===== config.mk =====
export PLATFORM = sky130hd
export DESIGN_NAME = selective_ack_send_window_flat
export DESIGN_NICKNAME = d
export VERILOG_FILES = /design/src/sasw_pkg.sv /design/src/sasw_if.sv /design/src/sasw_ram.sv /design/src/sasw_mod.sv /design/src/selective_ack_send_window.sv /design/src/flat_wrapper.sv
export VERILOG_INCLUDE_DIRS = /design/src /design/src/src
export SDC_FILE = /design/constraint.sdc
export NUM_CORES = 2
export LEC_CHECK = 0
export BUFFER_PORTS_ARGS = -buffer_cell sky130_fd_sc_hd__buf_2
export CORE_ASPECT_RATIO = 1.4
export CORE_MARGIN = 4
export CORE_UTILIZATION = 63
export CTS_BUF_LIST = sky130_fd_sc_hd__clkbuf_2
export CTS_CLUSTER_DIAMETER = 60
export CTS_CLUSTER_SIZE = 10
export DETAILED_ROUTE_END_ITERATION = 16
export PLACE_DENSITY = 0.85
export SYNTH_ARGS = -nofsm -noshare
export SYNTH_HDL_FRONTEND = slang
export SYNTH_SLANG_ARGS = --single-unit

===== constraint.sdc =====
create_clock -name clk_i -period 12.85 [get_ports clk_i]
set_clock_uncertainty 0.05 [all_clocks]
set_input_delay 2.57 -clock clk_i [delete_from_list [all_inputs] [get_ports clk_i]]
set_output_delay 2.57 -clock clk_i [all_outputs]
set_load 0.02 [all_outputs]

===== src/selective_ack_send_window_defines.svh =====
// ----------------------------------------------------------------------------
// Selective ack send window: assertion macros
// Shared clocked assertion macros; they are empty in synthesis builds.
// ----------------------------------------------------------------------------
`ifndef SELECTIVE_ACK_SEND_WINDOW_DEFINES_SVH
`define SELECTIVE_ACK_SEND_WINDOW_DEFINES_SVH
`ifndef SYNTHESIS
// property must hold at every clock edge out of reset
`define SASW_ASSERT(lbl, prop) \
  lbl: assert property (@(posedge clk_i) disable iff (!rst_ni) prop) \
    else $error("sasw: assertion failed");
// condition must never be seen at a clock edge out of reset
`define SASW_NEVER(lbl, expr) \
  lbl: assert property (@(posedge clk_i) disable iff (!rst_ni) !(expr)) \
    else $error("sasw: forbidden condition");
`else
`define SASW_ASSERT(lbl, prop)
`define SASW_NEVER(lbl, expr)
`endif
`endif


===== src/sasw_pkg.sv =====
// ----------------------------------------------------------------------------
// Selective ack send window package
// Widths, codes, sequencer states and the modulo step shared by several files.
// ----------------------------------------------------------------------------
`default_nettype none

package sasw_pkg;

  localparam int WINDOW_MAX = 16;
  localparam int IDX_W      = $clog2(WINDOW_MAX);
  localparam int CNT_W      = $clog2(WINDOW_MAX + 1);
  localparam int ID_W       = 64;
  localparam int LEN_W      = 16;
  localparam int FLOW_W     = 32;
  localparam int REL_W      = 32;
  localparam int CFG_ADDR_W = 2;
  localparam int CFG_DATA_W = 32;
  localparam int MOD_BITS   = 4;
  localparam int MOD_CYCLES = ID_W / MOD_BITS;
  localparam int MOD_CNT_W  = $clog2(MOD_CYCLES);

  typedef enum logic [2:0] {
    OP_ADMIT  = 3'd0,
    OP_ACK    = 3'd1,
    OP_TICK   = 3'd2,
    OP_FINISH = 3'd3,
    OP_END    = 3'd4
  } opcode_e;

  typedef enum logic [1:0] {
    ST_DONE   = 2'd0,
    ST_FULL   = 2'd1,
    ST_REJECT = 2'd2,
    ST_IGNORE = 2'd3
  } status_e;

  typedef enum logic [CFG_ADDR_W-1:0] {
    REG_FLOW   = 2'd0,
    REG_WSIZE  = 2'd1,
    REG_MAXLEN = 2'd2
  } cfg_reg_e;

  typedef enum logic [3:0] {
    S_IDLE,
    S_ADM_WAIT,
    S_SCAN,
    S_SCAN_PK,
    S_SCAN_CMP,
    S_REL_START,
    S_REL_WAIT,
    S_REL_RD,
    S_REL_CHK,
    S_DONE
  } state_e;

  // request to the modulo unit
  typedef struct packed {
    logic             start;
    logic [ID_W-1:0]  x;
    logic [CNT_W-1:0] w;
  } mod_req_t;

  // one restoring step: shift in a bit, subtract the divisor if it fits
  function automatic logic [IDX_W-1:0] mod_step(logic [IDX_W-1:0] r, logic b,
                                                logic [CNT_W-1:0] w);
    logic [IDX_W:0] t;
    t = {r, b};
    if (t >= (IDX_W+1)'(w)) begin
      t = t - (IDX_W+1)'(w);
    end
    return t[IDX_W-1:0];
  endfunction

endpackage

`default_nettype wire


===== src/sasw_if.sv =====
// ----------------------------------------------------------------------------
// Selective ack send window channels
// Valid/ready channels for configuration, command words and result words.
// ----------------------------------------------------------------------------
`default_nettype none

interface sasw_cfg_if;
  logic                            valid;
  logic                            ready;
  logic [sasw_pkg::CFG_ADDR_W-1:0] addr;
  logic [sasw_pkg::CFG_DATA_W-1:0] data;
  modport source (output valid, addr, data, input ready);
  modport sink (input valid, addr, data, output ready);
endinterface

interface sasw_in_if;
  logic                        valid;
  logic                        ready;
  logic [2:0]                  opcode;
  logic [sasw_pkg::ID_W-1:0]   seq_id;
  logic [sasw_pkg::LEN_W-1:0]  payload_length;
  logic [sasw_pkg::FLOW_W-1:0] ack_flow;
  modport source (output valid, opcode, seq_id, payload_length, ack_flow,
                  input ready);
  modport sink (input valid, opcode, seq_id, payload_length, ack_flow,
                output ready);
endinterface

interface sasw_out_if;
  logic                        valid;
  logic                        ready;
  logic [1:0]                  status;
  logic [sasw_pkg::ID_W-1:0]   window_head;
  logic [sasw_pkg::ID_W-1:0]   next_segment;
  logic [sasw_pkg::CNT_W-1:0]  in_flight;
  logic [sasw_pkg::CNT_W-1:0]  high_water;
  logic [sasw_pkg::REL_W-1:0]  completed_count;
  logic                        end_sent;
  logic                        idle;
  modport source (output valid, status, window_head, next_segment, in_flight,
                  high_water, completed_count, end_sent, idle, input ready);
  modport sink (input valid, status, window_head, next_segment, in_flight,
                high_water, completed_count, end_sent, idle, output ready);
endinterface

`default_nettype wire


===== src/sasw_ram.sv =====
// ----------------------------------------------------------------------------
// Selective ack send window RAM
// Simple dual-port RAM, one write and one registered read per cycle.
// ----------------------------------------------------------------------------
`default_nettype none

module sasw_ram #(
  parameter int DEPTH = 16,
  parameter int WIDTH = 64
) (
  input  wire logic                     clk_i,
  input  wire logic                     we_i,
  input  wire logic [$clog2(DEPTH)-1:0] waddr_i,
  input  wire logic [WIDTH-1:0]         wdata_i,
  input  wire logic [$clog2(DEPTH)-1:0] raddr_i,
  output logic      [WIDTH-1:0]         rdata_o
);

  logic [WIDTH-1:0] mem [DEPTH];

  // write port
  always_ff @(posedge clk_i) begin
    if (we_i) begin
      mem[waddr_i] <= wdata_i;
    end
  end

  // registered read port
  always_ff @(posedge clk_i) begin
    rdata_o <= mem[raddr_i];
  end

endmodule

`default_nettype wire


===== src/sasw_mod.sv =====
// ----------------------------------------------------------------------------
// Selective ack send window modulo unit
// Reduces a 64-bit id modulo the window, four bits per cycle, MSB first.
// ----------------------------------------------------------------------------
`default_nettype none

module sasw_mod (
  input  wire logic                      clk_i,
  input  wire logic                      rst_ni,
  input  wire sasw_pkg::mod_req_t        req_i,
  output logic                           done_o,
  output logic [sasw_pkg::IDX_W-1:0]     rem_o
);

  logic [sasw_pkg::ID_W-1:0]      x_q;
  logic [sasw_pkg::CNT_W-1:0]     w_q;
  logic [sasw_pkg::IDX_W-1:0]     r_q, r_d;
  logic [sasw_pkg::MOD_CNT_W-1:0] cnt_q;
  logic                           busy_q;
  logic                           done_q;

  // four dependent restoring steps per cycle
  always_comb begin
    r_d = r_q;
    for (int j = 0; j < sasw_pkg::MOD_BITS; j++) begin
      r_d = sasw_pkg::mod_step(r_d, x_q[sasw_pkg::ID_W-1-j], w_q);
    end
  end

  // control: busy until the last digit step, pulse done at the end
  always_ff @(posedge clk_i or negedge rst_ni) begin
    if (!rst_ni) begin
      busy_q <= 1'b0;
      done_q <= 1'b0;
      cnt_q  <= '0;
    end else begin
      done_q <= 1'b0;
      if (req_i.start) begin
        busy_q <= 1'b1;
        cnt_q  <= '0;
      end else if (busy_q) begin
        cnt_q <= cnt_q + sasw_pkg::MOD_CNT_W'(1);
        if (cnt_q == sasw_pkg::MOD_CNT_W'(sasw_pkg::MOD_CYCLES - 1)) begin
          busy_q <= 1'b0;
          done_q <= 1'b1;
        end
      end
    end
  end

  // datapath: load operand, shift out digits, accumulate remainder
  always_ff @(posedge clk_i) begin
    if (req_i.start) begin
      x_q <= req_i.x;
      w_q <= req_i.w;
      r_q <= '0;
    end else if (busy_q) begin
      x_q <= x_q << sasw_pkg::MOD_BITS;
      r_q <= r_d;
    end
  end

  assign done_o = done_q;
  assign rem_o  = r_q;

endmodule

`default_nettype wire


===== src/selective_ack_send_window.sv =====
// Result path: finish, try end, unknown words and early admit rejects go from
//   idle straight to the done state; a checked admit first waits for the modulo unit.
// Ack or tick: scan the slots, reading each unacked active one and matching it in
//   the pending ring, locate the base slot, then release acked segments in order.
// Throughput: one word at a time, the next is taken once the result is loaded.
// Reset: asynchronous active low; clears window state and valid bits and restores the configuration registers.
// ----------------------------------------------------------------------------
// Selective ack send window
// Sliding send window with selective acknowledgements held in a pending ring.
// ----------------------------------------------------------------------------
`default_nettype none
`include "selective_ack_send_window_defines.svh"

module selective_ack_send_window (
  input  wire logic   clk_i,
  input  wire logic   rst_ni,
  sasw_cfg_if.sink    cfg_i,
  sasw_in_if.sink     in_i,
  sasw_out_if.source  out_o
);

  localparam int WM = sasw_pkg::WINDOW_MAX;
  localparam int IW = sasw_pkg::IDX_W;
  localparam int CW = sasw_pkg::CNT_W;
  localparam int DW = sasw_pkg::ID_W;

  // configuration registers
  logic [sasw_pkg::FLOW_W-1:0] flow_q;
  logic [CW-1:0]               wsize_q;
  logic [sasw_pkg::LEN_W-1:0]  maxlen_q;

  // sequencer and window state
  sasw_pkg::state_e  state_q, state_d;
  sasw_pkg::status_e status_q, status_d;
  logic [DW-1:0]     id_q, id_d;
  logic [DW-1:0]     seg_q, seg_d;
  logic [CW-1:0]     idx_q, idx_d;
  logic [IW-1:0]     slot_q, slot_d;
  logic [DW-1:0]     base_q, base_d;
  logic [DW-1:0]     next_q, next_d;
  logic [CW-1:0]     total_q, total_d;
  logic [CW-1:0]     peak_q, peak_d;
  logic [sasw_pkg::REL_W-1:0] rel_q, rel_d;
  logic              indone_q, indone_d;
  logic              end_q, end_d;
  logic [WM-1:0]     active_q, active_d;
  logic [WM-1:0]     acked_q, acked_d;
  logic [WM-1:0]     pvalid_q, pvalid_d;

  // output register
  logic              ovalid_q, ovalid_d;
  sasw_pkg::status_e ostatus_q;
  logic [DW-1:0]     obase_q, onext_q;
  logic [CW-1:0]     oflight_q, ohigh_q;
  logic [sasw_pkg::REL_W-1:0] orel_q;
  logic              oend_q, oidle_q;
  logic              oload;

  // RAM ports
  logic          slot_we, pend_we;
  logic [IW-1:0] slot_waddr, slot_raddr, pend_waddr, pend_raddr;
  logic [DW-1:0] slot_wdata, slot_rdata, pend_wdata, pend_rdata;

  // modulo unit
  sasw_pkg::mod_req_t mod_req;
  logic               mod_done;
  logic [IW-1:0]      mod_rem;
  logic               mod_wait;

  logic          fire;
  logic [CW-1:0] weff;
  logic [DW-1:0] ack_dist;
  logic [DW-1:0] fill;
  logic [CW-1:0] slot_inc;

  assign weff     = (wsize_q > CW'(WM)) ? CW'(WM) : wsize_q;
  assign fire     = in_i.valid && in_i.ready;
  assign in_i.ready = (state_q == sasw_pkg::S_IDLE);
  assign cfg_i.ready = 1'b1;
  assign ack_dist = in_i.seq_id - base_q;
  assign fill     = next_q - base_q;
  assign slot_inc = CW'(slot_q) + CW'(1);
  assign mod_wait = (state_q == sasw_pkg::S_ADM_WAIT) ||
                    (state_q == sasw_pkg::S_REL_WAIT);

  sasw_ram #(.DEPTH(WM), .WIDTH(DW)) u_slot_ram (
    .clk_i   (clk_i),
    .we_i    (slot_we),
    .waddr_i (slot_waddr),
    .wdata_i (slot_wdata),
    .raddr_i (slot_raddr),
    .rdata_o (slot_rdata)
  );

  sasw_ram #(.DEPTH(WM), .WIDTH(DW)) u_pend_ram (
    .clk_i   (clk_i),
    .we_i    (pend_we),
    .waddr_i (pend_waddr),
    .wdata_i (pend_wdata),
    .raddr_i (pend_raddr),
    .rdata_o (pend_rdata)
  );

  sasw_mod u_mod (
    .clk_i  (clk_i),
    .rst_ni (rst_ni),
    .req_i  (mod_req),
    .done_o (mod_done),
    .rem_o  (mod_rem)
  );

  // sequencer: next state, state updates and RAM accesses
  always_comb begin
    state_d    = state_q;
    status_d   = status_q;
    id_d       = id_q;
    seg_d      = seg_q;
    idx_d      = idx_q;
    slot_d     = slot_q;
    base_d     = base_q;
    next_d     = next_q;
    total_d    = total_q;
    peak_d     = peak_q;
    rel_d      = rel_q;
    indone_d   = indone_q;
    end_d      = end_q;
    active_d   = active_q;
    acked_d    = acked_q;
    pvalid_d   = pvalid_q;
    slot_we    = 1'b0;
    slot_waddr = slot_q;
    slot_wdata = id_q;
    slot_raddr = slot_q;
    pend_we    = 1'b0;
    pend_waddr = in_i.seq_id[IW-1:0];
    pend_wdata = in_i.seq_id;
    pend_raddr = base_q[IW-1:0];
    mod_req.start = 1'b0;
    mod_req.x     = next_q;
    mod_req.w     = weff;
    oload      = 1'b0;
    ovalid_d   = ovalid_q && !out_o.ready;

    case (state_q)
      sasw_pkg::S_IDLE: begin
        if (fire) begin
          id_d  = in_i.seq_id;
          idx_d = '0;
          case (in_i.opcode)
            sasw_pkg::OP_ADMIT: begin
              state_d = sasw_pkg::S_DONE;
              if (in_i.payload_length == '0 || in_i.payload_length > maxlen_q) begin
                status_d = sasw_pkg::ST_REJECT;
              end else if (indone_q || weff == '0 || fill >= DW'(weff)) begin
                status_d = sasw_pkg::ST_FULL;
              end else begin
                mod_req.start = 1'b1;
                mod_req.x     = next_q;
                state_d       = sasw_pkg::S_ADM_WAIT;
              end
            end
            sasw_pkg::OP_ACK: begin
              if (in_i.ack_flow != flow_q) begin
                status_d = sasw_pkg::ST_IGNORE;
                state_d  = sasw_pkg::S_DONE;
              end else begin
                // keep an in-window ack in the pending ring
                if (in_i.seq_id >= base_q && ack_dist < DW'(weff)) begin
                  pend_we = 1'b1;
                  pvalid_d[in_i.seq_id[IW-1:0]] = 1'b1;
                end
                status_d = sasw_pkg::ST_DONE;
                state_d  = sasw_pkg::S_SCAN;
              end
            end
            sasw_pkg::OP_TICK: begin
              status_d = sasw_pkg::ST_DONE;
              state_d  = sasw_pkg::S_SCAN;
            end
            sasw_pkg::OP_FINISH: begin
              indone_d = 1'b1;
              status_d = sasw_pkg::ST_DONE;
              state_d  = sasw_pkg::S_DONE;
            end
            sasw_pkg::OP_END: begin
              if (end_q || !indone_q || total_q != '0) begin
                status_d = sasw_pkg::ST_IGNORE;
              end else begin
                end_d    = 1'b1;
                status_d = sasw_pkg::ST_DONE;
              end
              state_d = sasw_pkg::S_DONE;
            end
            default: begin
              status_d = sasw_pkg::ST_IGNORE;
              state_d  = sasw_pkg::S_DONE;
            end
          endcase
        end
      end

      // admit: target slot known, check and insert
      sasw_pkg::S_ADM_WAIT: begin
        if (mod_done) begin
          state_d = sasw_pkg::S_DONE;
          if (active_q[mod_rem]) begin
            status_d = sasw_pkg::ST_FULL;
          end else if (id_q != next_q) begin
            status_d = sasw_pkg::ST_REJECT;
          end else begin
            slot_we    = 1'b1;
            slot_waddr = mod_rem;
            active_d[mod_rem] = 1'b1;
            acked_d[mod_rem]  = 1'b0;
            next_d  = next_q + DW'(1);
            total_d = total_q + CW'(1);
            if (total_d > peak_q) begin
              peak_d = total_d;
            end
            status_d = sasw_pkg::ST_DONE;
          end
        end
      end

      // scan: pick the next unacked active slot and read its id
      sasw_pkg::S_SCAN: begin
        if (idx_q >= weff) begin
          state_d = sasw_pkg::S_REL_START;
        end else if (active_q[idx_q[IW-1:0]] && !acked_q[idx_q[IW-1:0]]) begin
          slot_raddr = idx_q[IW-1:0];
          state_d    = sasw_pkg::S_SCAN_PK;
        end else begin
          idx_d = idx_q + CW'(1);
        end
      end

      // scan: look up the pending ring entry for that id
      sasw_pkg::S_SCAN_PK: begin
        seg_d      = slot_rdata;
        pend_raddr = slot_rdata[IW-1:0];
        state_d    = sasw_pkg::S_SCAN_CMP;
      end

      // scan: mark the slot acked on a pending match
      sasw_pkg::S_SCAN_CMP: begin
        if (pvalid_q[seg_q[IW-1:0]] && pend_rdata == seg_q) begin
          acked_d[idx_q[IW-1:0]] = 1'b1;
        end
        idx_d   = idx_q + CW'(1);
        state_d = sasw_pkg::S_SCAN;
      end

      // release: locate the base slot
      sasw_pkg::S_REL_START: begin
        if (weff == '0 || total_q == '0) begin
          state_d = sasw_pkg::S_DONE;
        end else begin
          mod_req.start = 1'b1;
          mod_req.x     = base_q;
          state_d       = sasw_pkg::S_REL_WAIT;
        end
      end

      sasw_pkg::S_REL_WAIT: begin
        if (mod_done) begin
          slot_d  = mod_rem;
          state_d = sasw_pkg::S_REL_RD;
        end
      end

      // release: read base slot id and its pending entry
      sasw_pkg::S_REL_RD: begin
        if (total_q == '0) begin
          state_d = sasw_pkg::S_DONE;
        end else begin
          slot_raddr = slot_q;
          pend_raddr = base_q[IW-1:0];
          state_d    = sasw_pkg::S_REL_CHK;
        end
      end

      // release: free the base slot if acked, advance the base
      sasw_pkg::S_REL_CHK: begin
        if (active_q[slot_q] && acked_q[slot_q] && slot_rdata == base_q) begin
          if (pvalid_q[base_q[IW-1:0]] && pend_rdata == base_q) begin
            pvalid_d[base_q[IW-1:0]] = 1'b0;
          end
          active_d[slot_q] = 1'b0;
          acked_d[slot_q]  = 1'b0;
          total_d = total_q - CW'(1);
          if (rel_q != '1) begin
            rel_d = rel_q + sasw_pkg::REL_W'(1);
          end
          base_d  = base_q + DW'(1);
          slot_d  = (slot_inc == weff) ? '0 : slot_inc[IW-1:0];
          state_d = sasw_pkg::S_REL_RD;
        end else begin
          state_d = sasw_pkg::S_DONE;
        end
      end

      // hand the result word to the output register
      sasw_pkg::S_DONE: begin
        if (!ovalid_q || out_o.ready) begin
          oload    = 1'b1;
          ovalid_d = 1'b1;
          state_d  = sasw_pkg::S_IDLE;
        end
      end

      default: begin
        state_d = sasw_pkg::S_IDLE;
      end
    endcase
  end

  // state register and control state
  always_ff @(posedge clk_i or negedge rst_ni) begin
    if (!rst_ni) begin
      state_q  <= sasw_pkg::S_IDLE;
      base_q   <= '0;
      next_q   <= '0;
      total_q  <= '0;
      peak_q   <= '0;
      rel_q    <= '0;
      indone_q <= 1'b0;
      end_q    <= 1'b0;
      active_q <= '0;
      acked_q  <= '0;
      pvalid_q <= '0;
      ovalid_q <= 1'b0;
      flow_q   <= '0;
      wsize_q  <= CW'(16);
      maxlen_q <= '1;
    end else begin
      state_q  <= state_d;
      base_q   <= base_d;
      next_q   <= next_d;
      total_q  <= total_d;
      peak_q   <= peak_d;
      rel_q    <= rel_d;
      indone_q <= indone_d;
      end_q    <= end_d;
      active_q <= active_d;
      acked_q  <= acked_d;
      pvalid_q <= pvalid_d;
      ovalid_q <= ovalid_d;
      // configuration writes
      if (cfg_i.valid) begin
        case (cfg_i.addr)
          sasw_pkg::REG_FLOW:   flow_q   <= cfg_i.data;
          sasw_pkg::REG_WSIZE:  wsize_q  <= cfg_i.data[CW-1:0];
          sasw_pkg::REG_MAXLEN: maxlen_q <= cfg_i.data[sasw_pkg::LEN_W-1:0];
          default: ;
        endcase
      end
    end
  end

  // item and scratch registers, no reset needed
  always_ff @(posedge clk_i) begin
    status_q <= status_d;
    id_q     <= id_d;
    seg_q    <= seg_d;
    idx_q    <= idx_d;
    slot_q   <= slot_d;
    if (oload) begin
      ostatus_q <= status_q;
      obase_q   <= base_q;
      onext_q   <= next_q;
      oflight_q <= total_q;
      ohigh_q   <= peak_q;
      orel_q    <= rel_q;
      oend_q    <= end_q;
      oidle_q   <= indone_q && (total_q == '0);
    end
  end

  assign out_o.valid           = ovalid_q;
  assign out_o.status          = ostatus_q;
  assign out_o.window_head     = obase_q;
  assign out_o.next_segment    = onext_q;
  assign out_o.in_flight       = oflight_q;
  assign out_o.high_water      = ohigh_q;
  assign out_o.completed_count = orel_q;
  assign out_o.end_sent        = oend_q;
  assign out_o.idle            = oidle_q;

  `SASW_ASSERT(a_total_matches_active, $countones(active_q) == int'(total_q))
  `SASW_ASSERT(a_peak_covers_total, peak_q >= total_q)
  `SASW_ASSERT(a_mod_done_waited, mod_done |-> mod_wait)
  `SASW_NEVER(a_acked_only_active, |(acked_q & ~active_q))

endmodule

`default_nettype wire


===== src/flat_wrapper.sv =====
// flat-port wrapper written by rule: the top's interface ports become plain ports
module selective_ack_send_window_flat 
  (clk_i, rst_ni, cfg_i_valid, cfg_i_addr, cfg_i_data, cfg_i_ready, in_i_valid, in_i_opcode, in_i_seq_id, in_i_payload_length, in_i_ack_flow, in_i_ready, out_o_valid, out_o_status, out_o_window_head, out_o_next_segment, out_o_in_flight, out_o_high_water, out_o_completed_count, out_o_end_sent, out_o_idle, out_o_ready);
  sasw_cfg_if cfg_i_i ();
  sasw_in_if in_i_i ();
  sasw_out_if out_o_i ();
  input  wire logic clk_i;
  input  wire logic rst_ni;
  input wire logic [$bits(cfg_i_i.valid)-1:0] cfg_i_valid;
  input wire logic [$bits(cfg_i_i.addr)-1:0] cfg_i_addr;
  input wire logic [$bits(cfg_i_i.data)-1:0] cfg_i_data;
  output wire logic [$bits(cfg_i_i.ready)-1:0] cfg_i_ready;
  input wire logic [$bits(in_i_i.valid)-1:0] in_i_valid;
  input wire logic [$bits(in_i_i.opcode)-1:0] in_i_opcode;
  input wire logic [$bits(in_i_i.seq_id)-1:0] in_i_seq_id;
  input wire logic [$bits(in_i_i.payload_length)-1:0] in_i_payload_length;
  input wire logic [$bits(in_i_i.ack_flow)-1:0] in_i_ack_flow;
  output wire logic [$bits(in_i_i.ready)-1:0] in_i_ready;
  output wire logic [$bits(out_o_i.valid)-1:0] out_o_valid;
  output wire logic [$bits(out_o_i.status)-1:0] out_o_status;
  output wire logic [$bits(out_o_i.window_head)-1:0] out_o_window_head;
  output wire logic [$bits(out_o_i.next_segment)-1:0] out_o_next_segment;
  output wire logic [$bits(out_o_i.in_flight)-1:0] out_o_in_flight;
  output wire logic [$bits(out_o_i.high_water)-1:0] out_o_high_water;
  output wire logic [$bits(out_o_i.completed_count)-1:0] out_o_completed_count;
  output wire logic [$bits(out_o_i.end_sent)-1:0] out_o_end_sent;
  output wire logic [$bits(out_o_i.idle)-1:0] out_o_idle;
  input wire logic [$bits(out_o_i.ready)-1:0] out_o_ready;
  assign cfg_i_i.valid = cfg_i_valid;
  assign cfg_i_i.addr = cfg_i_addr;
  assign cfg_i_i.data = cfg_i_data;
  assign cfg_i_ready = cfg_i_i.ready;
  assign in_i_i.valid = in_i_valid;
  assign in_i_i.opcode = in_i_opcode;
  assign in_i_i.seq_id = in_i_seq_id;
  assign in_i_i.payload_length = in_i_payload_length;
  assign in_i_i.ack_flow = in_i_ack_flow;
  assign in_i_ready = in_i_i.ready;
  assign out_o_valid = out_o_i.valid;
  assign out_o_status = out_o_i.status;
  assign out_o_window_head = out_o_i.window_head;
  assign out_o_next_segment = out_o_i.next_segment;
  assign out_o_in_flight = out_o_i.in_flight;
  assign out_o_high_water = out_o_i.high_water;
  assign out_o_completed_count = out_o_i.completed_count;
  assign out_o_end_sent = out_o_i.end_sent;
  assign out_o_idle = out_o_i.idle;
  assign out_o_i.ready = out_o_ready;
  selective_ack_send_window u_core (.clk_i(clk_i), .rst_ni(rst_ni), .cfg_i(cfg_i_i), .in_i(in_i_i), .out_o(out_o_i));
endmodule

* After elaboration in Yosys (flattened, before gate mapping)
Memories as Yosys holds them, arrays and structs flattened. A register that Yosys moved wholly into a read port is not among the register bits.
Index checks and enable logic that the tools add are counted.
** Word-level totals
- Word-level logic and storage cells :: 306
- Memory bits (writable) :: 2048
- Flip-flop bits (word level) :: 670
- Input port bits :: 154
- Bits in latches :: 0
- Memory bits (read-only) :: 0
- Memories :: 2
** Memory list
- u_core.u_pend_ram.mem :: words 16, bits a word 64, read ports 1, clocked after memory_dff 1, write ports 1, line sasw_ram.sv:19 : logic [WIDTH-1:0] mem [DEPTH];
- u_core.u_slot_ram.mem :: words 16, bits a word 64, read ports 1, clocked after memory_dff 1, write ports 1, line sasw_ram.sv:19
** Cells by class
- $lt $le $gt $ge :: 22
- Reduce and logical (&&, ||, !) cells :: 57
- Add/subtract/negate cells :: 14
- Divide/modulo/power cells :: 0
- Bitwise operators :: 13
- Equality and inequality tests :: 39
- Shift-type cells :: 0
- Muxes and demuxes :: 125
- $mul :: 0
** Operator list (count)
- two-way mux 65 bit :: 5
- two-way mux 16 bit :: 15
- == test 64 bit :: 3
- one-hot mux 65 bit (2 select lines) :: 1
- adder 64 x 1 -> 64 bit (second input constant) :: 2
- two-way mux 64 bit :: 2
- subtractor 64 bit :: 2
- two-way mux 4 bit :: 28
- bitwise AND 16 bit :: 4
- greater-or-equal comparator 64 x 5 -> 1 bit :: 1
- greater-or-equal comparator 64 bit :: 1
- < comparator 64 x 5 -> 1 bit :: 1
- inequality test 64 bit :: 1
- one-hot mux 16 bit (2 select lines) :: 2
- inverter 16 bit :: 3
- bitwise OR 16 bit :: 3
- one-hot mux 16 bit (3 select lines) :: 1
- two-way mux 5 bit :: 8
- one-hot mux 4 bit (10 select lines) :: 1
- two-way mux 1 bit :: 36
- adder 32 x 1 -> 32 bit (second input constant) :: 1
- inequality test 32 bit :: 1
- inequality test 32 bit (second input constant) :: 1
- < comparator 4 x 5 -> 1 bit (second input constant) :: 6
- 52 further kinds :: 141

* Longest topological paths before layout
- Depth after elaboration :: 11
- Depth in mapped cells :: 41
- Gate-level depth less buffers :: 40

* Hierarchy
A second synthesis with hierarchy kept.
** Second synthesis, totals
- Cell total of the unflattened synthesis :: 7473
- Area, all modules :: 121098.6 sq um
** Modules (own cells, without submodules)
- sasw_ram (u_core.u_pend_ram) :: cells each 1647, times used 1, area an instance 39583.0 sq um
- sasw_ram (u_core.u_slot_ram) :: cells each 1647, times used 1, area an instance 39581.7 sq um
- selective_ack_send_window :: cells each 3893, times used 1, area an instance 37821.3 sq um
- sasw_mod :: cells each 286, times used 1, area an instance 4112.7 sq um

* Worst setup path before layout
No wires, ideal clock.
- Path kind :: in2reg
- Start point :: input port in_i_seq_id[0]
- End point :: memory u_core.u_pend_ram.mem[0][0] (enable)
- Slack :: 0.451 ns
- Stages :: 15
- Path buffers :: 0
- Arrival time :: 11.702 ns
- Data required time :: 12.153 ns
- Library setup time :: 0.647 ns
- Cells stage by stage :: inv_1 > ha_1 > inv_1 > fa_1 > a21o_1 > a21oi_1 > o221ai_1 > a221o_1 > o21a_1 > or3_1 > a211oi_1 > o2111ai_1 > nor4_1 > nand4_1 > nor4_1
** Between the ends
- Cells in the longest elaborated chain, start to end :: 10
** RTL lines
- start: declaration :: line flat_wrapper.sv:15 : input wire logic [$bits(in_i_i.seq_id)-1:0] in_i_seq_id;
- subtractor 64 bit :: line selective_ack_send_window.sv:80 : assign ack_dist = in_i.seq_id - base_q;
- < comparator 64 x 5 -> 1 bit :: line selective_ack_send_window.sv:168 : if (in_i.seq_id >= base_q && ack_dist < DW'(weff)) begin
- logical AND 1 bit :: line selective_ack_send_window.sv:168
- two-way mux 1 bit :: line selective_ack_send_window.sv:168
- two-way mux 1 bit :: line selective_ack_send_window.sv:163 : if (in_i.ack_flow != flow_q) begin
- two-way mux 1 bit :: line selective_ack_send_window.sv:149 : case (in_i.opcode)
- two-way mux 1 bit :: line selective_ack_send_window.sv:146 : if (fire) begin
- two-way mux 1 bit :: line selective_ack_send_window.sv:144 : case (state_q)
- two-way mux 1 bit :: line sasw_ram.sv:23 : if (we_i) begin
- two-way mux 1 bit (not written as such) :: line sasw_ram.sv:24 : mem[waddr_i] <= wdata_i;
- end: declaration :: line sasw_ram.sv:19
Parallel ways exist; a longest one is shown, timed or not.

* Final worst setup path
- Start point :: register u_core.base_q[30]
- End point :: register u_core.u_mod.x_q[18] (netlist name), data pin
** Between the ends
- Cells in the longest elaborated chain, start to end :: 9
** RTL lines
- start: declaration :: line selective_ack_send_window.sv:39 : logic [DW-1:0] base_q, base_d;
- start signal: assignment :: line selective_ack_send_window.sv:337 : base_q <= base_d;
- subtractor 64 bit :: line selective_ack_send_window.sv:81 : assign fill = next_q - base_q;
- greater-or-equal comparator 64 x 5 -> 1 bit :: line selective_ack_send_window.sv:154 : end else if (indone_q || weff == '0 || fill >= DW'(weff)) begin
- logical OR 1 bit :: line selective_ack_send_window.sv:154
- two-way mux 65 bit :: line selective_ack_send_window.sv:154
- two-way mux 65 bit :: line selective_ack_send_window.sv:152 : if (in_i.payload_length == '0 || in_i.payload_length > maxlen_q) begin
- two-way mux 65 bit :: line selective_ack_send_window.sv:149
- two-way mux 65 bit :: line selective_ack_send_window.sv:146
- one-hot mux 65 bit (2 select lines) :: line selective_ack_send_window.sv:144
- two-way mux 64 bit :: line sasw_mod.sv:53 : if (req_i.start) begin
- end signal: assignment :: line sasw_mod.sv:54 : x_q <= req_i.x;
- end signal: assignment :: line sasw_mod.sv:58 : x_q <= x_q << sasw_pkg::MOD_BITS;
- end: declaration :: line sasw_mod.sv:15 : logic [sasw_pkg::ID_W-1:0] x_q;
No other way between the ends.
A chain may end at the register's enable or synchronous reset.

==> out/qor.yml <==
status: "completed"
wl_per_cell_um: 34.7
seq_area_frac_synth_pct: 67.6
slew_viol_final: 0
final_layout_size_suffix_gt1_share_pct: 16.5
layout_common_cells: "2,430 x edfxtp_1, 897 x nand2_1, 535 x clkbuf_2"
die_h_um: 529
pwr-share-clk_pct: 22.4
power_density_mw_per_mm2: 142
drt_drc_violations_left: 0
dp_hpwl_mm: 280
io_buffers: 329
track_usage_pct: 39.8
clk_path_buf_depth: 4
critPathLaunchType: "flop"
synth.cell_area_mm2: 0.122
seqPwrFrac_pct: 61.1
rsz0062_at_grt: "no"
finalHoldViolations: 0
yosys_warnings: 0
grt_start_max_net_pins: 210
clk_pin_slew_ns: 0.22
initial_core_util_pct: 63.3
dieArea_mm2: 0.201
synth.avg_cell_area_um2: 14.3
h-tree-depth: 5
grt_antenna_before_repair: 27
rows: 191
post_cts_buffers: 0
final_common_cell: "edfxtp_1"
switchingPower_uw: 5580
max-vdd-ir-drop_mv: 0.162
drt_iter0_markers: 10700
max_slew_margin_pct: 8.96
syn_inst: 8542
fp.coreArea_mm2: 0.193
root_buffer: "clkbuf_2"
grt_remaining_overflow: 0
gp_congestion: 1.04
dr.pass1.iters: 7
crit_fanout: 45
routed_wl_mm: 404
worst_slew_pin_slew_ns: 1.35
ys.flop_type: "edfxtp_1"
critPathArrivalTime_ns: 10.04
clkLatencyLatePin_ns: 1.84
nets: 9233
syn-num-nets: 8901
synth.distinct_cells: 99
io_pins: 331
grt_first_pass_wirelength_mm: 569
ys_ff_latch: 2846
p_comb_share_pct: 16.5
maxCapViolations: 0
hold_path.class: "reg2reg"
fin_setup_tns_ns: 0
fmax_mhz: 114
grt_pass1_vias: 79000
cts_sinks: 2846
crit_type: "reg2reg"
hold_buffers: 0
swShare_pct: 30.3
cts_resized: 0
hold_ws_ns: 0.400
setup_viol: 0
fin_crit_ns: 8.79
cts_tree: "built"
cp-end-kind: "flop"
via_count: 80500
area_growth_pct: 6.21
vias_per_cell: 6.92
ys_async_sr_fraction_pct: 9.98
die_w_um: 380
p_int_uw: 12900
cp.required_ns: 14.10
leakagePower_uw: 0.0458
ant_nets: 0
synth_edf_count: 2430
period_share_pct: 68.4
cts-buffers-inserted: 331
## cell families (layout without fill, tap and decap cells)
kind of cell,count (synthesis),in the layout,share of synthesized area (%)
AOI/OAI and AO/OA,1740,1740,9.57
and+or+nand+nor,2132,2132,8.42
muxes,425,425,6.33
xor gates and xnor gates,525,525,3.76
adders and majority gates,205,205,2.13
other,1,27,0.00307
DFF,2846,2846,67.6
buffers and inverters,668,1227,2.16
## through the flow
| step | total power, uW | setup WS, ns | area (um2) | cells | utilization (%) |
|---|---|---|---|---|---|
| final | 18400 | 4.06 | 130000 | 11600 | 67.2 |
| after CTS | 18400 | 4.49 | 130000 | 11600 | 67.2 |
| after detailed placement | 14400 | 3.59 | 127000 | 11100 | 65.7 |
| after global placement | 14300 | 3.60 | 127000 | 11100 | 65.7 |
| after global routing | 19100 | 4.06 | 130000 | 11600 | 67.2 |
| after floorplan | 13100 | 0.451 | 122000 | 8542 | - |
## area by class of cell
cell class / count / area, um2
Inverter: 170 / 639
Tap cell: 2509 / 3140
Sequential cell: 2846 / 82700
Multi-Input combinational cell: 5028 / 37400
Antenna cell: 26 / 65.1
Clock buffer: 535 / 2680
Timing Repair Buffer: 497 / 3040
Fill cell: 13000 / 63400
Clock inverter: 25 / 267
## Yosys cell counts, types with 97 or more instances
| cell | count | share of area (%) |
|---|---|---|
| dfxtp_1 | 132 | 2.2 |
| mux4_2 | 272 | 5.0 |
| a311oi_1 | 132 | 0.94 |
| a21oi_1 | 436 | 1.8 |
| a211oi_1 | 347 | 2.1 |
| ha_1 | 199 | 2.0 |
| dfrtp_1 | 267 | 5.5 |
| a31oi_1 | 145 | 0.74 |
| nand2_1 | 897 | 2.8 |
| and2_1 | 278 | 1.4 |
| edfxtp_1 | 2430 | 60 |
| nand3_1 | 109 | 0.45 |
| nor2_1 | 314 | 0.96 |
| a22oi_1 | 138 | 0.85 |
| inv_1 | 169 | 0.52 |
| nor4_1 | 97 | 0.50 |
| o21ai_0 | 165 | 0.67 |
| xor2_1 | 255 | 1.8 |
| nand4_1 | 140 | 0.72 |
| xnor2_1 | 270 | 1.9 |
| clkbuf_1 | 429 | 1.3 |
## power groups by stage
stage	registers [uW]	clock network (uW)	logic, uW
after global routing	11300	4590	3260
after global placement	11400	0	2890
final	11300	4130	3040
after floorplan	11400	0	1760
after CTS	11200	4180	3000
after detailed placement	11400	0	2990
## worst paths after layout
path                                               start                    to  cells past startpoint  slack, ns
setup / recovery                       u_core.base_q[30]  u_core.u_mod.x_q[18]                     14       4.06
hold / removal             u_core.u_slot_ram.rdata_o[43]      u_core.seg_q[43]                      0       0.40
setup reg to reg                       u_core.base_q[30]  u_core.u_mod.x_q[18]                     14       4.06
hold reg to reg            u_core.u_slot_ram.rdata_o[43]      u_core.seg_q[43]                      0       0.40
max in group asynchronous                         rst_ni     u_core.next_q[41]                      4       9.35
min in group asynchronous                         rst_ni    u_core.active_q[8]                      1       0.78
## per-layer routing
| metal | global-route usage (%) | part of all wire, % |
|---|---|---|
| met3 | 8.43 | 10 |
| met1 | 49.4 | 34 |
| met2 | 63.0 | 47 |
| met4 | 28.1 | 8.7 |
| met5 | 0 | 0.017 |
## state kept, by name, indices dropped and copies added (netlist names), 16 cells and up
name and count:
u_core.u_pend_ram.mem 1024, u_core.out_o.window_head 64, u_core.id_q 64, u_core.flow_q 32, u_core.maxlen_q 16, u_core.acked_q 16
u_core.out_o.next_segment 64, u_core.active_q 16, u_core.u_pend_ram.rdata_o 64, u_core.base_q 64, u_core.pvalid_q 16, u_core.rel_q 32
u_core.next_q 64, u_core.seg_q 64, u_core.u_mod.x_q 64, u_core.out_o.completed_count 32, u_core.u_slot_ram.mem 1024, u_core.u_slot_ram.rdata_o 64
## worst max-delay path, cell delays in order (launching register included)
cell and delay (ns):
dfrtp_1 0.87, inv_1 0.45, ha_1 0.75, nand4_1 0.37, nor4_1 0.86, o2111ai_1 0.39, a31oi_1 0.56, o22ai_1 0.14
nor4_1 0.93, nand4_1 0.59, nor4_4 0.36, buf_4 0.42, buf_4 0.74, mux2i_1 0.18, a21oi_1 0.63
(Power assumes the default switching activity.)
